**config.mk**
```make
export PLATFORM = sky130hd
export DESIGN_NAME = spatial_capture_trigger_gate_core
export DESIGN_NICKNAME = d
export VERILOG_FILES = /design/src/design/sctg_pkg.sv /design/src/design/sctg_cell.sv /design/src/design/sctg_dist.sv /design/src/design/spatial_capture_trigger_gate_core.sv
export SDC_FILE = /design/constraint.sdc
export NUM_CORES = 2
export LEC_CHECK = 0
export ABC_AREA = 1
export BUFFER_PORTS_ARGS = -buffer_cell sky130_fd_sc_hd__buf_2
export CAP_MARGIN = 20
export CORE_MARGIN = 2
export CORE_UTILIZATION = 26
export CTS_BUF_LIST = sky130_fd_sc_hd__clkbuf_8 sky130_fd_sc_hd__clkbuf_16
export DETAILED_ROUTE_END_ITERATION = 8
export GPL_ROUTABILITY_DRIVEN = 0
export PLACE_DENSITY = 0.38
export SLEW_MARGIN = 20
export SYNTH_ARGS = -nofsm -noshare
export SYNTH_HDL_FRONTEND = slang
export SYNTH_SLANG_ARGS = --single-unit
```
**constraint.sdc**
```tcl
create_clock -name aclk -period 27.2 [get_ports aclk]
set_input_delay 1.36 -clock aclk [delete_from_list [all_inputs] [get_ports aclk]]
set_output_delay 1.36 -clock aclk [all_outputs]
set_load 0.1 [all_outputs]
```
**src/design/sctg_pkg.sv**
```systemverilog
// Shared types and constants for the spatial capture trigger gate.
`default_nettype none

package sctg_pkg;

    localparam int HIST_DEPTH = 16;
    localparam int CNT_W      = $clog2(HIST_DEPTH + 2);
    localparam int DIST_LAT   = 3;
    localparam int POS_W      = 24;
    localparam int TIME_W     = 32;
    localparam int STEP_W     = 16;
    localparam int MSQ_W      = 2 * STEP_W;
    localparam int SQ_W       = 2 * (POS_W + 1);

    localparam logic REG_MIN_STEP = 1'b0;
    localparam logic REG_COOLDOWN = 1'b1;

    typedef logic signed [POS_W-1:0] coord_t;

    typedef struct packed {
        coord_t x;
        coord_t y;
    } pos_t;

    typedef enum logic {
        OP_UPDATE  = 1'b0,
        OP_REQUEST = 1'b1
    } op_t;

    typedef enum logic [1:0] {
        VERDICT_OK       = 2'd0,
        VERDICT_COOLDOWN = 2'd1,
        VERDICT_STEP     = 2'd2,
        VERDICT_NEAR     = 2'd3
    } verdict_t;

    typedef struct packed {
        logic valid;
        logic is_hist;
        pos_t a;
        pos_t b;
    } dist_req_t;

    typedef struct packed {
        logic valid;
        logic is_hist;
        logic near;
    } dist_res_t;

endpackage

`default_nettype wire

```
**src/design/sctg_cell.sv**
```systemverilog
// One history cell: holds a trigger point and passes it to the next cell on shift.
`default_nettype none

module sctg_cell (
    input  wire                   aclk,
    input  wire                   shift_en,
    input  wire sctg_pkg::pos_t   d,
    output sctg_pkg::pos_t        q
);

    sctg_pkg::pos_t pos_reg;
    sctg_pkg::pos_t pos_next;

    always_comb begin
        pos_next = shift_en ? d : pos_reg;
    end

    always_ff @(posedge aclk) begin
        pos_reg <= pos_next;
    end

    assign q = pos_reg;

endmodule

`default_nettype wire

```
**src/design/sctg_dist.sv**
```systemverilog
// Pipelined squared-distance compare against the squared minimum step.
`default_nettype none

module sctg_dist (
    input  wire                          aclk,
    input  wire                          aresetn,
    input  wire sctg_pkg::dist_req_t     req,
    input  wire [sctg_pkg::MSQ_W-1:0]    min_sq,
    output sctg_pkg::dist_res_t          res
);

    localparam int DW = sctg_pkg::POS_W + 1;
    localparam int SW = sctg_pkg::SQ_W;

    logic signed [DW-1:0] dx;
    logic signed [DW-1:0] dy;
    logic [DW-1:0]        ax;
    logic [DW-1:0]        ay;

    logic          s1_valid_reg, s1_valid_next;
    logic          s1_hist_reg,  s1_hist_next;
    logic [DW-1:0] ax_reg,       ax_next;
    logic [DW-1:0] ay_reg,       ay_next;

    logic          s2_valid_reg, s2_valid_next;
    logic          s2_hist_reg,  s2_hist_next;
    logic [SW-1:0] sqx_reg,      sqx_next;
    logic [SW-1:0] sqy_reg,      sqy_next;

    logic          s3_valid_reg, s3_valid_next;
    logic          s3_hist_reg,  s3_hist_next;
    logic          near_reg,     near_next;

    logic [SW:0]   sum;

    always_comb begin
        dx = {req.a.x[sctg_pkg::POS_W-1], req.a.x} - {req.b.x[sctg_pkg::POS_W-1], req.b.x};
        dy = {req.a.y[sctg_pkg::POS_W-1], req.a.y} - {req.b.y[sctg_pkg::POS_W-1], req.b.y};
        ax = dx[DW-1] ? DW'(-dx) : DW'(dx);
        ay = dy[DW-1] ? DW'(-dy) : DW'(dy);

        s1_valid_next = req.valid;
        s1_hist_next  = req.is_hist;
        ax_next       = ax;
        ay_next       = ay;

        s2_valid_next = s1_valid_reg;
        s2_hist_next  = s1_hist_reg;
        sqx_next      = SW'(ax_reg) * SW'(ax_reg);
        sqy_next      = SW'(ay_reg) * SW'(ay_reg);

        sum           = {1'b0, sqx_reg} + {1'b0, sqy_reg};
        s3_valid_next = s2_valid_reg;
        s3_hist_next  = s2_hist_reg;
        // history test uses half the step: compare four times the square
        if (s2_hist_reg) begin
            near_next = {sum, 2'b00} < (SW + 3)'(min_sq);
        end else begin
            near_next = sum < (SW + 1)'(min_sq);
        end
    end

    always_ff @(posedge aclk) begin
        if (!aresetn) begin
            s1_valid_reg <= 1'b0;
            s2_valid_reg <= 1'b0;
            s3_valid_reg <= 1'b0;
        end else begin
            s1_valid_reg <= s1_valid_next;
            s2_valid_reg <= s2_valid_next;
            s3_valid_reg <= s3_valid_next;
        end
        s1_hist_reg <= s1_hist_next;
        ax_reg      <= ax_next;
        ay_reg      <= ay_next;
        s2_hist_reg <= s2_hist_next;
        sqx_reg     <= sqx_next;
        sqy_reg     <= sqy_next;
        s3_hist_reg <= s3_hist_next;
        near_reg    <= near_next;
    end

    assign res.valid   = s3_valid_reg;
    assign res.is_hist = s3_hist_reg;
    assign res.near    = near_reg;

endmodule

`default_nettype wire

```
**src/design/spatial_capture_trigger_gate_core.sv**
```systemverilog
// Top level: trigger gate with a rotating chain of history cells and one distance unit.
// A position update is accepted while idle and produces no result.
// A request passes ST_ISSUE (a check against the last point, then one per history cell
// as the chain rotates), ST_DRAIN for the three distance stages, and ST_DONE, which raises
// m_tvalid once the output register is free; the next item is taken back in ST_IDLE.
// Synchronous active-low reset restores the step and cooldown registers to 500 and 1000 and
// clears last point, time, robot position and history count; cell contents are not cleared.
`default_nettype none

module spatial_capture_trigger_gate_core (
    input  wire         aclk,
    input  wire         aresetn,

    input  wire         s_tvalid,
    output logic        s_tready,
    input  wire  [79:0] s_tdata,   // x_pos[23:0], y_pos[47:24], time_ms[79:48]
    input  wire         s_tuser,   // op

    output logic        m_tvalid,
    input  wire         m_tready,
    output logic [7:0]  m_tdata,   // fire[0], verdict[2:1], used_actual[3], zero[7:4]

    input  wire         psel,
    input  wire         penable,
    input  wire         pwrite,
    input  wire  [2:0]  paddr,
    input  wire  [31:0] pwdata,
    output logic [31:0] prdata,
    output logic        pready
);

    localparam int N = sctg_pkg::HIST_DEPTH;
    localparam int CW = sctg_pkg::CNT_W;

    typedef enum logic [1:0] {
        ST_IDLE,
        ST_ISSUE,
        ST_DRAIN,
        ST_DONE
    } state_t;

    state_t                         state_reg,     state_next;
    logic [CW-1:0]                  idx_reg,       idx_next;
    logic [CW-1:0]                  count_reg,     count_next;
    logic [sctg_pkg::STEP_W-1:0]    min_step_reg,  min_step_next;
    logic [sctg_pkg::STEP_W-1:0]    cooldown_reg,  cooldown_next;
    logic [sctg_pkg::MSQ_W-1:0]     min_sq_reg,    min_sq_next;
    sctg_pkg::pos_t                 robot_reg,     robot_next;
    logic                           robot_ok_reg,  robot_ok_next;
    sctg_pkg::pos_t                 last_reg,      last_next;
    logic [sctg_pkg::TIME_W-1:0]    last_time_reg, last_time_next;
    sctg_pkg::pos_t                 pt_reg,        pt_next;
    logic [sctg_pkg::TIME_W-1:0]    now_reg,       now_next;
    logic                           used_reg,      used_next;
    logic                           cool_reg,      cool_next;
    logic                           step_fail_reg, step_fail_next;
    logic                           hist_fail_reg, hist_fail_next;
    logic                           m_valid_reg,   m_valid_next;
    logic [7:0]                     m_data_reg,    m_data_next;

    sctg_pkg::pos_t      in_pos;
    sctg_pkg::pos_t      sel_pos;
    logic [sctg_pkg::TIME_W-1:0] in_time;
    logic [sctg_pkg::TIME_W-1:0] elapsed;
    logic                s_xfer;
    logic                cfg_wr;
    logic                rotate;
    logic                insert;
    logic                shift_en;
    sctg_pkg::pos_t      cell_q [N];
    sctg_pkg::pos_t      tail;
    sctg_pkg::dist_req_t req;
    sctg_pkg::dist_res_t res;
    sctg_pkg::verdict_t  verdict;

    assign in_pos.x = s_tdata[23:0];
    assign in_pos.y = s_tdata[47:24];
    assign in_time  = s_tdata[79:48];
    assign tail     = cell_q[N-1];
    assign shift_en = rotate | insert;

    assign s_tready = (state_reg == ST_IDLE);
    assign s_xfer   = s_tvalid & s_tready;
    assign cfg_wr   = psel & penable & pwrite;
    assign pready   = 1'b1;

    assign m_tvalid = m_valid_reg;
    assign m_tdata  = m_data_reg;

    always_comb begin
        case (paddr[2])
            sctg_pkg::REG_MIN_STEP: prdata = 32'(min_step_reg);
            sctg_pkg::REG_COOLDOWN: prdata = 32'(cooldown_reg);
            default:                prdata = '0;
        endcase
    end

    generate
        for (genvar i = 0; i < N; i++) begin : g_cell
            sctg_pkg::pos_t d;
            if (i == 0) begin : g_head
                assign d = insert ? pt_reg : tail;
            end else begin : g_link
                assign d = cell_q[i-1];
            end
            sctg_cell u_cell (
                .aclk     (aclk),
                .shift_en (shift_en),
                .d        (d),
                .q        (cell_q[i])
            );
        end
    endgenerate

    sctg_dist u_dist (
        .aclk    (aclk),
        .aresetn (aresetn),
        .req     (req),
        .min_sq  (min_sq_reg),
        .res     (res)
    );

    always_comb begin
        state_next     = state_reg;
        idx_next       = idx_reg;
        count_next     = count_reg;
        min_step_next  = min_step_reg;
        cooldown_next  = cooldown_reg;
        min_sq_next    = min_sq_reg;
        robot_next     = robot_reg;
        robot_ok_next  = robot_ok_reg;
        last_next      = last_reg;
        last_time_next = last_time_reg;
        pt_next        = pt_reg;
        now_next       = now_reg;
        used_next      = used_reg;
        cool_next      = cool_reg;
        step_fail_next = step_fail_reg;
        hist_fail_next = hist_fail_reg;
        m_valid_next   = m_valid_reg;
        m_data_next    = m_data_reg;
        rotate         = 1'b0;
        insert         = 1'b0;
        verdict        = sctg_pkg::VERDICT_OK;
        sel_pos        = robot_ok_reg ? robot_reg : in_pos;
        elapsed        = in_time - last_time_reg;

        req.valid   = 1'b0;
        req.is_hist = 1'b0;
        req.a       = pt_reg;
        req.b       = last_reg;

        if (cfg_wr) begin
            case (paddr[2])
                sctg_pkg::REG_MIN_STEP: min_step_next = pwdata[sctg_pkg::STEP_W-1:0];
                sctg_pkg::REG_COOLDOWN: cooldown_next = pwdata[sctg_pkg::STEP_W-1:0];
                default: ;
            endcase
        end

        // drop the result once the downstream side takes it
        if (m_valid_reg && m_tready) begin
            m_valid_next = 1'b0;
        end

        // fold distance results into the failure flags
        if (res.valid && res.near) begin
            if (res.is_hist) begin
                hist_fail_next = 1'b1;
            end else begin
                step_fail_next = 1'b1;
            end
        end

        case (state_reg)
            ST_IDLE: begin
                if (s_xfer) begin
                    if (sctg_pkg::op_t'(s_tuser) == sctg_pkg::OP_UPDATE) begin
                        robot_next    = in_pos;
                        robot_ok_next = 1'b1;
                    end else begin
                        pt_next        = sel_pos;
                        now_next       = in_time;
                        used_next      = robot_ok_reg;
                        cool_next      = elapsed < sctg_pkg::TIME_W'(cooldown_reg);
                        min_sq_next    = sctg_pkg::MSQ_W'(min_step_reg) *
                                         sctg_pkg::MSQ_W'(min_step_reg);
                        step_fail_next = 1'b0;
                        hist_fail_next = 1'b0;
                        idx_next       = '0;
                        state_next     = ST_ISSUE;
                    end
                end
            end
            ST_ISSUE: begin
                if (idx_reg == '0) begin
                    req.valid = 1'b1;
                end else begin
                    // tail holds cell N-idx; only written cells take part
                    req.valid   = (CW'(N) - idx_reg) < count_reg;
                    req.is_hist = 1'b1;
                    req.b       = tail;
                    rotate      = 1'b1;
                end
                if (idx_reg == CW'(N)) begin
                    idx_next   = '0;
                    state_next = ST_DRAIN;
                end else begin
                    idx_next = idx_reg + 1'b1;
                end
            end
            ST_DRAIN: begin
                if (idx_reg == CW'(sctg_pkg::DIST_LAT - 1)) begin
                    state_next = ST_DONE;
                end else begin
                    idx_next = idx_reg + 1'b1;
                end
            end
            ST_DONE: begin
                if (cool_reg) begin
                    verdict = sctg_pkg::VERDICT_COOLDOWN;
                end else if (step_fail_reg) begin
                    verdict = sctg_pkg::VERDICT_STEP;
                end else if (hist_fail_reg) begin
                    verdict = sctg_pkg::VERDICT_NEAR;
                end else begin
                    verdict = sctg_pkg::VERDICT_OK;
                end
                if (!m_valid_reg || m_tready) begin
                    m_valid_next = 1'b1;
                    m_data_next  = {4'b0000, used_reg, verdict,
                                    verdict == sctg_pkg::VERDICT_OK};
                    if (verdict == sctg_pkg::VERDICT_OK) begin
                        insert         = 1'b1;
                        last_next      = pt_reg;
                        last_time_next = now_reg;
                        if (count_reg != CW'(N)) begin
                            count_next = count_reg + 1'b1;
                        end
                    end
                    state_next = ST_IDLE;
                end
            end
            default: state_next = ST_IDLE;
        endcase
    end

    always_ff @(posedge aclk) begin
        if (!aresetn) begin
            state_reg     <= ST_IDLE;
            idx_reg       <= '0;
            count_reg     <= '0;
            min_step_reg  <= 16'd500;
            cooldown_reg  <= 16'd1000;
            robot_reg     <= '0;
            robot_ok_reg  <= 1'b0;
            last_reg      <= '0;
            last_time_reg <= '0;
            m_valid_reg   <= 1'b0;
        end else begin
            state_reg     <= state_next;
            idx_reg       <= idx_next;
            count_reg     <= count_next;
            min_step_reg  <= min_step_next;
            cooldown_reg  <= cooldown_next;
            robot_reg     <= robot_next;
            robot_ok_reg  <= robot_ok_next;
            last_reg      <= last_next;
            last_time_reg <= last_time_next;
            m_valid_reg   <= m_valid_next;
        end
        min_sq_reg    <= min_sq_next;
        pt_reg        <= pt_next;
        now_reg       <= now_next;
        used_reg      <= used_next;
        cool_reg      <= cool_next;
        step_fail_reg <= step_fail_next;
        hist_fail_reg <= hist_fail_next;
        m_data_reg    <= m_data_next;
    end

endmodule

`default_nettype wire

```
# Word level (Yosys, flattened, before mapping)

Cells that the tools add are included.

RAM bits: 0
Input bits: 123
Bits in registers: 1219
Bits in read-only memories: 0
Bits in latches: 0
Memories: 0

Reduce and logical (&&, ||, !) cells: 18
Add/sub/neg operators: 9
Multiply operators: 3
Order comparisons: 4
Bitwise operators: 6
Div/mod/pow operators: 0
Equal/unequal tests: 12
Shift operators: 0
Multiplexer cells: 42

Operators with widths:

| kind                                                                  | number |
|---|---|
| 48-bit two-way mux                                                    | 4 |
| 25-bit by 25-bit multiplier with 50-bit output                        | 2 |
| 32-bit one-hot mux with 2 select lines                                | 1 |
| 53-bit by 32-bit < comparator with 1-bit output                       | 1 |
| 50-bit by 50-bit adder with 51-bit output                             | 1 |
| 51-bit by 32-bit < comparator with 1-bit output                       | 1 |
| 25-bit negation                                                       | 2 |
| 24-bit by 24-bit subtractor with 25-bit output                        | 2 |
| 24-bit two-way mux                                                    | 2 |
| 32-bit by 16-bit < comparator with 1-bit output                       | 1 |
| 16-bit by 16-bit multiplier with 32-bit output                        | 1 |
| 32-bit subtractor                                                     | 1 |
| 1-bit two-way mux                                                     | 20 |
| 5-bit two-way mux                                                     | 4 |
| 2-bit two-way mux                                                     | 9 |
| 5-bit one-hot mux with 3 select lines                                 | 1 |
| 5-bit by 1-bit adder with 5-bit output, second input constant         | 2 |
| 3-bit AND reduction                                                   | 3 |
| 2-bit inequality test, second input constant                          | 4 |
| 2-bit one-hot mux with 4 select lines                                 | 1 |
| 2-bit AND reduction                                                   | 4 |
| 4-bit AND reduction                                                   | 2 |
| 5-bit by 2-bit equality test with 1-bit output, second input constant | 1 |
| 5-bit equality test, second input constant                            | 1 |
| 16 further kinds                                                      | 23 |

# Logic depth before layout (Yosys ltp)

Depth after elaboration: 9
Mapped depth: 30
Gate-level depth less buffers: 28

# Hierarchy

From an unflattened synthesis, not the netlist that was laid out.

Cell total of the unflattened synthesis: 10415
Area, all modules: 95591.7 sq um

Modules (own cells, without submodules):

| module                            | cells each | sequential area each (sq um) | area each (sq um) | times used |
|---|---|---|---|---|
| sctg_dist                         | 6811       | 3103.0                       | 50537.2           | 1 |
| sctg_cell                         | 48         | 1441.4                       | 1441.4            | 16 |
| spatial_capture_trigger_gate_core | 2836       | 7036.7                       | 21992.3           | 1 |

# Least setup slack after synthesis

No wires, ideal clock.

Path type: in2reg
Start point: input port m_tready
End point: register g_cell[0].u_cell.pos_reg, in the netlist g_cell[0].u_cell.q[0], enable pin
Setup time: 5.403 ns
Path buffers: 2
Arrival: 14.773 ns
Required time: 21.797 ns
Stages on the path: 6
Path slack: 7.024 ns
Cell sequence: nor2_1 -> nor2_1 -> nand2_1 -> clkbuf_1 -> clkbuf_1 -> nand2_1

Word-level cells in the longest chain between the ends: 4

RTL lines:

| element                       | line                                     | source |
|---|---|---|
| start, declared               | spatial_capture_trigger_gate_core.sv:20  | `input wire m_tready,` |
| 1-bit logical OR              | spatial_capture_trigger_gate_core.sv:229 | `if (!m_valid_reg \|\| m_tready) begin` |
| 1-bit two-way mux             | spatial_capture_trigger_gate_core.sv:229 |  |
| 1-bit two-way mux             | spatial_capture_trigger_gate_core.sv:175 | `case (state_reg)` |
| 1-bit bitwise OR              | spatial_capture_trigger_gate_core.sv:80  | `assign shift_en = rotate \| insert;` |
| via g_cell[0].u_cell.shift_en | sctg_cell.sv:6                           | `input wire shift_en,` |
| end signal, assigned          | sctg_cell.sv:19                          | `pos_reg <= pos_next;` |
| end, declared                 | sctg_cell.sv:11                          | `sctg_pkg::pos_t pos_reg;` |

The timed path passes the listed nets, and every way through them passes these cells.
A chain may end at the register's enable or synchronous reset.

# Final worst setup path

Start point: register u_dist.ax_reg[6]
End point: register u_dist.sqx_reg[47]

Word-level cells in the longest chain between the ends: 1

RTL lines:

| element                                        | line            | source |
|---|---|---|
| start, declared                                | sctg_dist.sv:22 | `logic [DW-1:0] ax_reg, ax_next;` |
| start signal, assigned                         | sctg_dist.sv:74 | `ax_reg <= ax_next;` |
| 25-bit by 25-bit multiplier with 50-bit output | sctg_dist.sv:49 | `sqx_next = SW'(ax_reg) * SW'(ax_reg);` |
| via u_dist.sqx_next[47]                        | sctg_dist.sv:27 | `logic [SW-1:0] sqx_reg, sqx_next;` |
| end signal, assigned                           | sctg_dist.sv:77 | `sqx_reg <= sqx_next;` |
| end, declared                                  | sctg_dist.sv:27 |  |

The timed path passes the listed nets, and every way through them passes these cells.

==> flow_metrics.env <==
export IMPL_drv_cap=0
export IMPL_ios=166
export IMPL_dieArea_um2=368000
export IMPL_cp_depth=23
export IMPL_placed_cells=14900
export IMPL_fin_crit_sh=0.272
export IMPL_setup_viol_count_final=0
export IMPL_portBuffers=126
export IMPL_cts_buffers=138
export IMPL_cts_sinks=1216
export IMPL_crit_family="adder cells"
export IMPL_die_h_um=607
export IMPL_synth_area_leaders="edfxtp_1, fa_1, inv_1, ha_1, nand2_1"
export IMPL_regArea_um2=33200
export IMPL_post_cts_buffers=0
export IMPL_yosysWarnings=0
export IMPL_synth_cell_types=54
export IMPL_viasPerCell=4.23
export IMPL_crit_path_start="u_dist.ax_reg[6]"
export IMPL_start_util=0.261
export IMPL_cts_resized=0
export IMPL_worstPathArrival_ns=8.09
export IMPL_ys_ff_latch=1216
export IMPL_hold_violations=0
export IMPL_antenna_found_initial=13
export IMPL_crit_required_ns=27.90
export IMPL_grt_first_pass_wirelength_um=392000
export IMPL_final_nets=12200
export IMPL_r2r_end="u_dist.sqx_reg[47]"
export IMPL_critPathLaunchType="flip-flop"
export IMPL_outcome="complete, no violations"
export IMPL_drc=0
export IMPL_layout_min_cycle_time_ns=7.39
export IMPL_ys_seq_area_frac=0.351
export IMPL_path_buf_inv=7
export IMPL_vias=64200
export IMPL_r2r_cells=23
export IMPL_r2r_start="u_dist.ax_reg[6]"
export IMPL_synth_top_area_frac=0.281
export IMPL_root_buffer="clkbuf_16"
export IMPL_cts_tree="done"
export IMPL_syn_inst=10200
export IMPL_end_kind="flip-flop"
export IMPL_syn_cell_area_um2=94500
export IMPL_synth_main_ff_cell="edfxtp_1"
export IMPL_ys_top_cells_by_count="inv_1, nand2_1, fa_1, edfxtp_1, ha_1"
export IMPL_track_usage=0.136
export IMPL_htree_num_levels=4
export IMPL_fin_tns_setup_ns=0
export IMPL_layout_drive_gt1_share=0.0462
export IMPL_async_reset_ff_frac=0
export IMPL_slowest_delay_ns=0.85
export IMPL_drv_slew=0
export IMPL_critPathMaxFanout=25
export IMPL_syn_area_per_cell_um2=9.28
export IMPL_layout_area_overhead_vs_synth_pct=11.2
export IMPL_grt_max_degree=179
export IMPL_hp_class="reg2reg"
export IMPL_dpl_hpwl_um=194000
export IMPL_path_clk_slew_ns=0.06
export IMPL_crit_end="u_dist.sqx_reg[47]"
export IMPL_clk_latency_ns=0.84
export IMPL_tightest_slew_ns=1.02
export IMPL_placementRows=221
export IMPL_synth_edf_count=885
export IMPL_layout_cells_non_filler=15200
export IMPL_die_w_um=607
export IMPL_finClkSkew_ns=0.123
export IMPL_multi_input_area_um2=50600
export IMPL_relSlewSlack=0.322
export IMPL_slowest_stage="dfxtp_2"
export IMPL_yosysTopAreaCell="edfxtp_1"
export IMPL_cts_max_path_buffers=4
export IMPL_coreArea_um2=362000
export IMPL_routed_wl_um=246000
export IMPL_first_pass_iters=5
export IMPL_synth_most_common_cell="inv_1"
export IMPL_wire_per_inst_um=16.2
export IMPL_ant_nets=0
export IMPL_crit_type="reg2reg"
export IMPL_clock_fmax_mhz=135
export IMPL_drt_iter0_drc=3494
export IMPL_largest_reg_flops=768
export IMPL_rsz0062_at_grt="false"
export IMPL_fillCellCount=38200
export IMPL_grt_pass1_vias=68700
export IMPL_cp_cell_sequence="nand2_1 > fa_1 > inv_1 > fa_1 > inv_1 > fa_1 > inv_1 > fa_1 > inv_1 > fa_1 > inv_1 > fa_1 > inv_1 > fa_1 > inv_1 > ha_1 > nand2_1 > nor2_1 > nand3_1 > o21ai_0 > nand3_1 > o21ai_0 > xor2_1"
export IMPL_rrSetupSlack_ns=19.81
export IMPL_ctsHoldBuffers=0
export IMPL_grt_overflow_total=0
[metrics by stage]
step | setup slack [ns] | util | hold WS (ns) | cell area [um2]
after floorplan | 7.02 | - | 0.310 | 94600
after global placement | 19.89 | 0.278 | 0.316 | 101000
after detailed placement | 19.90 | 0.278 | 0.315 | 101000
after CTS | 19.82 | 0.290 | 0.327 | 105000
after global routing | 19.44 | 0.290 | 0.339 | 105000
final | 19.81 | 0.290 | 0.327 | 105000
[worst register-to-register path: cells and delay by family (launching register included)]
family | cells | cell delay [ns]
flip-flops | 1 | 0.85
buffers and inverters | 7 | 0.38
adder cells (fa/ha/maj) | 8 | 3.96
AO/OA/AOI/OAI | 2 | 1.04
XOR/XNOR | 1 | 0.18
AND/OR/NAND/NOR | 5 | 0.92
[metal layers]
metal  global-route usage  vias to the layer above  wire (um)
li1                     -                    31200          -
met1                0.187                    31700     117000
met2                0.228                      994     115000
met3               0.0141                      312       7860
met4               0.0330                        6       6000
met5                    0                        -         35
[placed cells by master, fill, tap and decap left out, types with 10 or more instances in the layout]
master / n
a21boi_0: 15
a21o_1: 25
a21oi_1: 415
a31oi_1: 34
buf_2: 125
buf_4: 71
clkbuf_16: 139
clkbuf_8: 16
clkinv_1: 27
clkinv_2: 18
conb_1: 21
dfxtp_1: 324
edfxtp_1: 885
fa_1: 1099
ha_1: 695
inv_1: 2573
nand2_1: 2172
nand2_2: 20
nand3_1: 203
nand3b_1: 20
nand4_1: 71
nor2_1: 562
nor3_1: 58
nor4_1: 13
o21a_1: 21
o21ai_0: 346
o21ai_1: 12
o21bai_1: 26
or2_2: 10
xnor2_1: 75
xor2_1: 161
[cells by family after synthesis]
group	Yosys count	share of synthesized area
and+or+nand+nor	3162	0.134
muxes	5	0.000530
other	2	0.0000795
DFF	1216	0.351
AOI/OAI and AO/OA	924	0.0527
xor gates and xnor gates	238	0.0222
adders and majority gates	1794	0.325
buffers and inverters	2843	0.114
[worst min path at each step]
| stage | start | endpoint | depth (start not counted) |
|---|---|---|---|
| after global routing | g_cell[6].u_cell.q[37] | g_cell[7].u_cell.q[37] | 0 |
| after CTS | g_cell[6].u_cell.q[37] | g_cell[7].u_cell.q[37] | 0 |
| after global placement | u_dist.s1_hist_reg | u_dist.s2_hist_reg | 0 |
| after floorplan | u_dist.s1_hist_reg | u_dist.s2_hist_reg | 0 |
| final | u_dist.s1_hist_reg | u_dist.s2_hist_reg | 0 |
| after detailed placement | u_dist.s1_hist_reg | u_dist.s2_hist_reg | 0 |
[area by class of cell]
type | count | share of cell area
clock inverters | 84 | 0.00659
multi-input cells | 6144 | 0.482
repair buffers | 199 | 0.0116
inverters | 2572 | 0.0919
clock buffers | 155 | 0.0352
diodes | 3 | 0.0000714
flip-flops and latches | 1216 | 0.316
well taps | 4794 | 0.0571
Power is not shown: default switching activity piles up to over one toggle a cycle in this logic, so the estimate is an artifact.
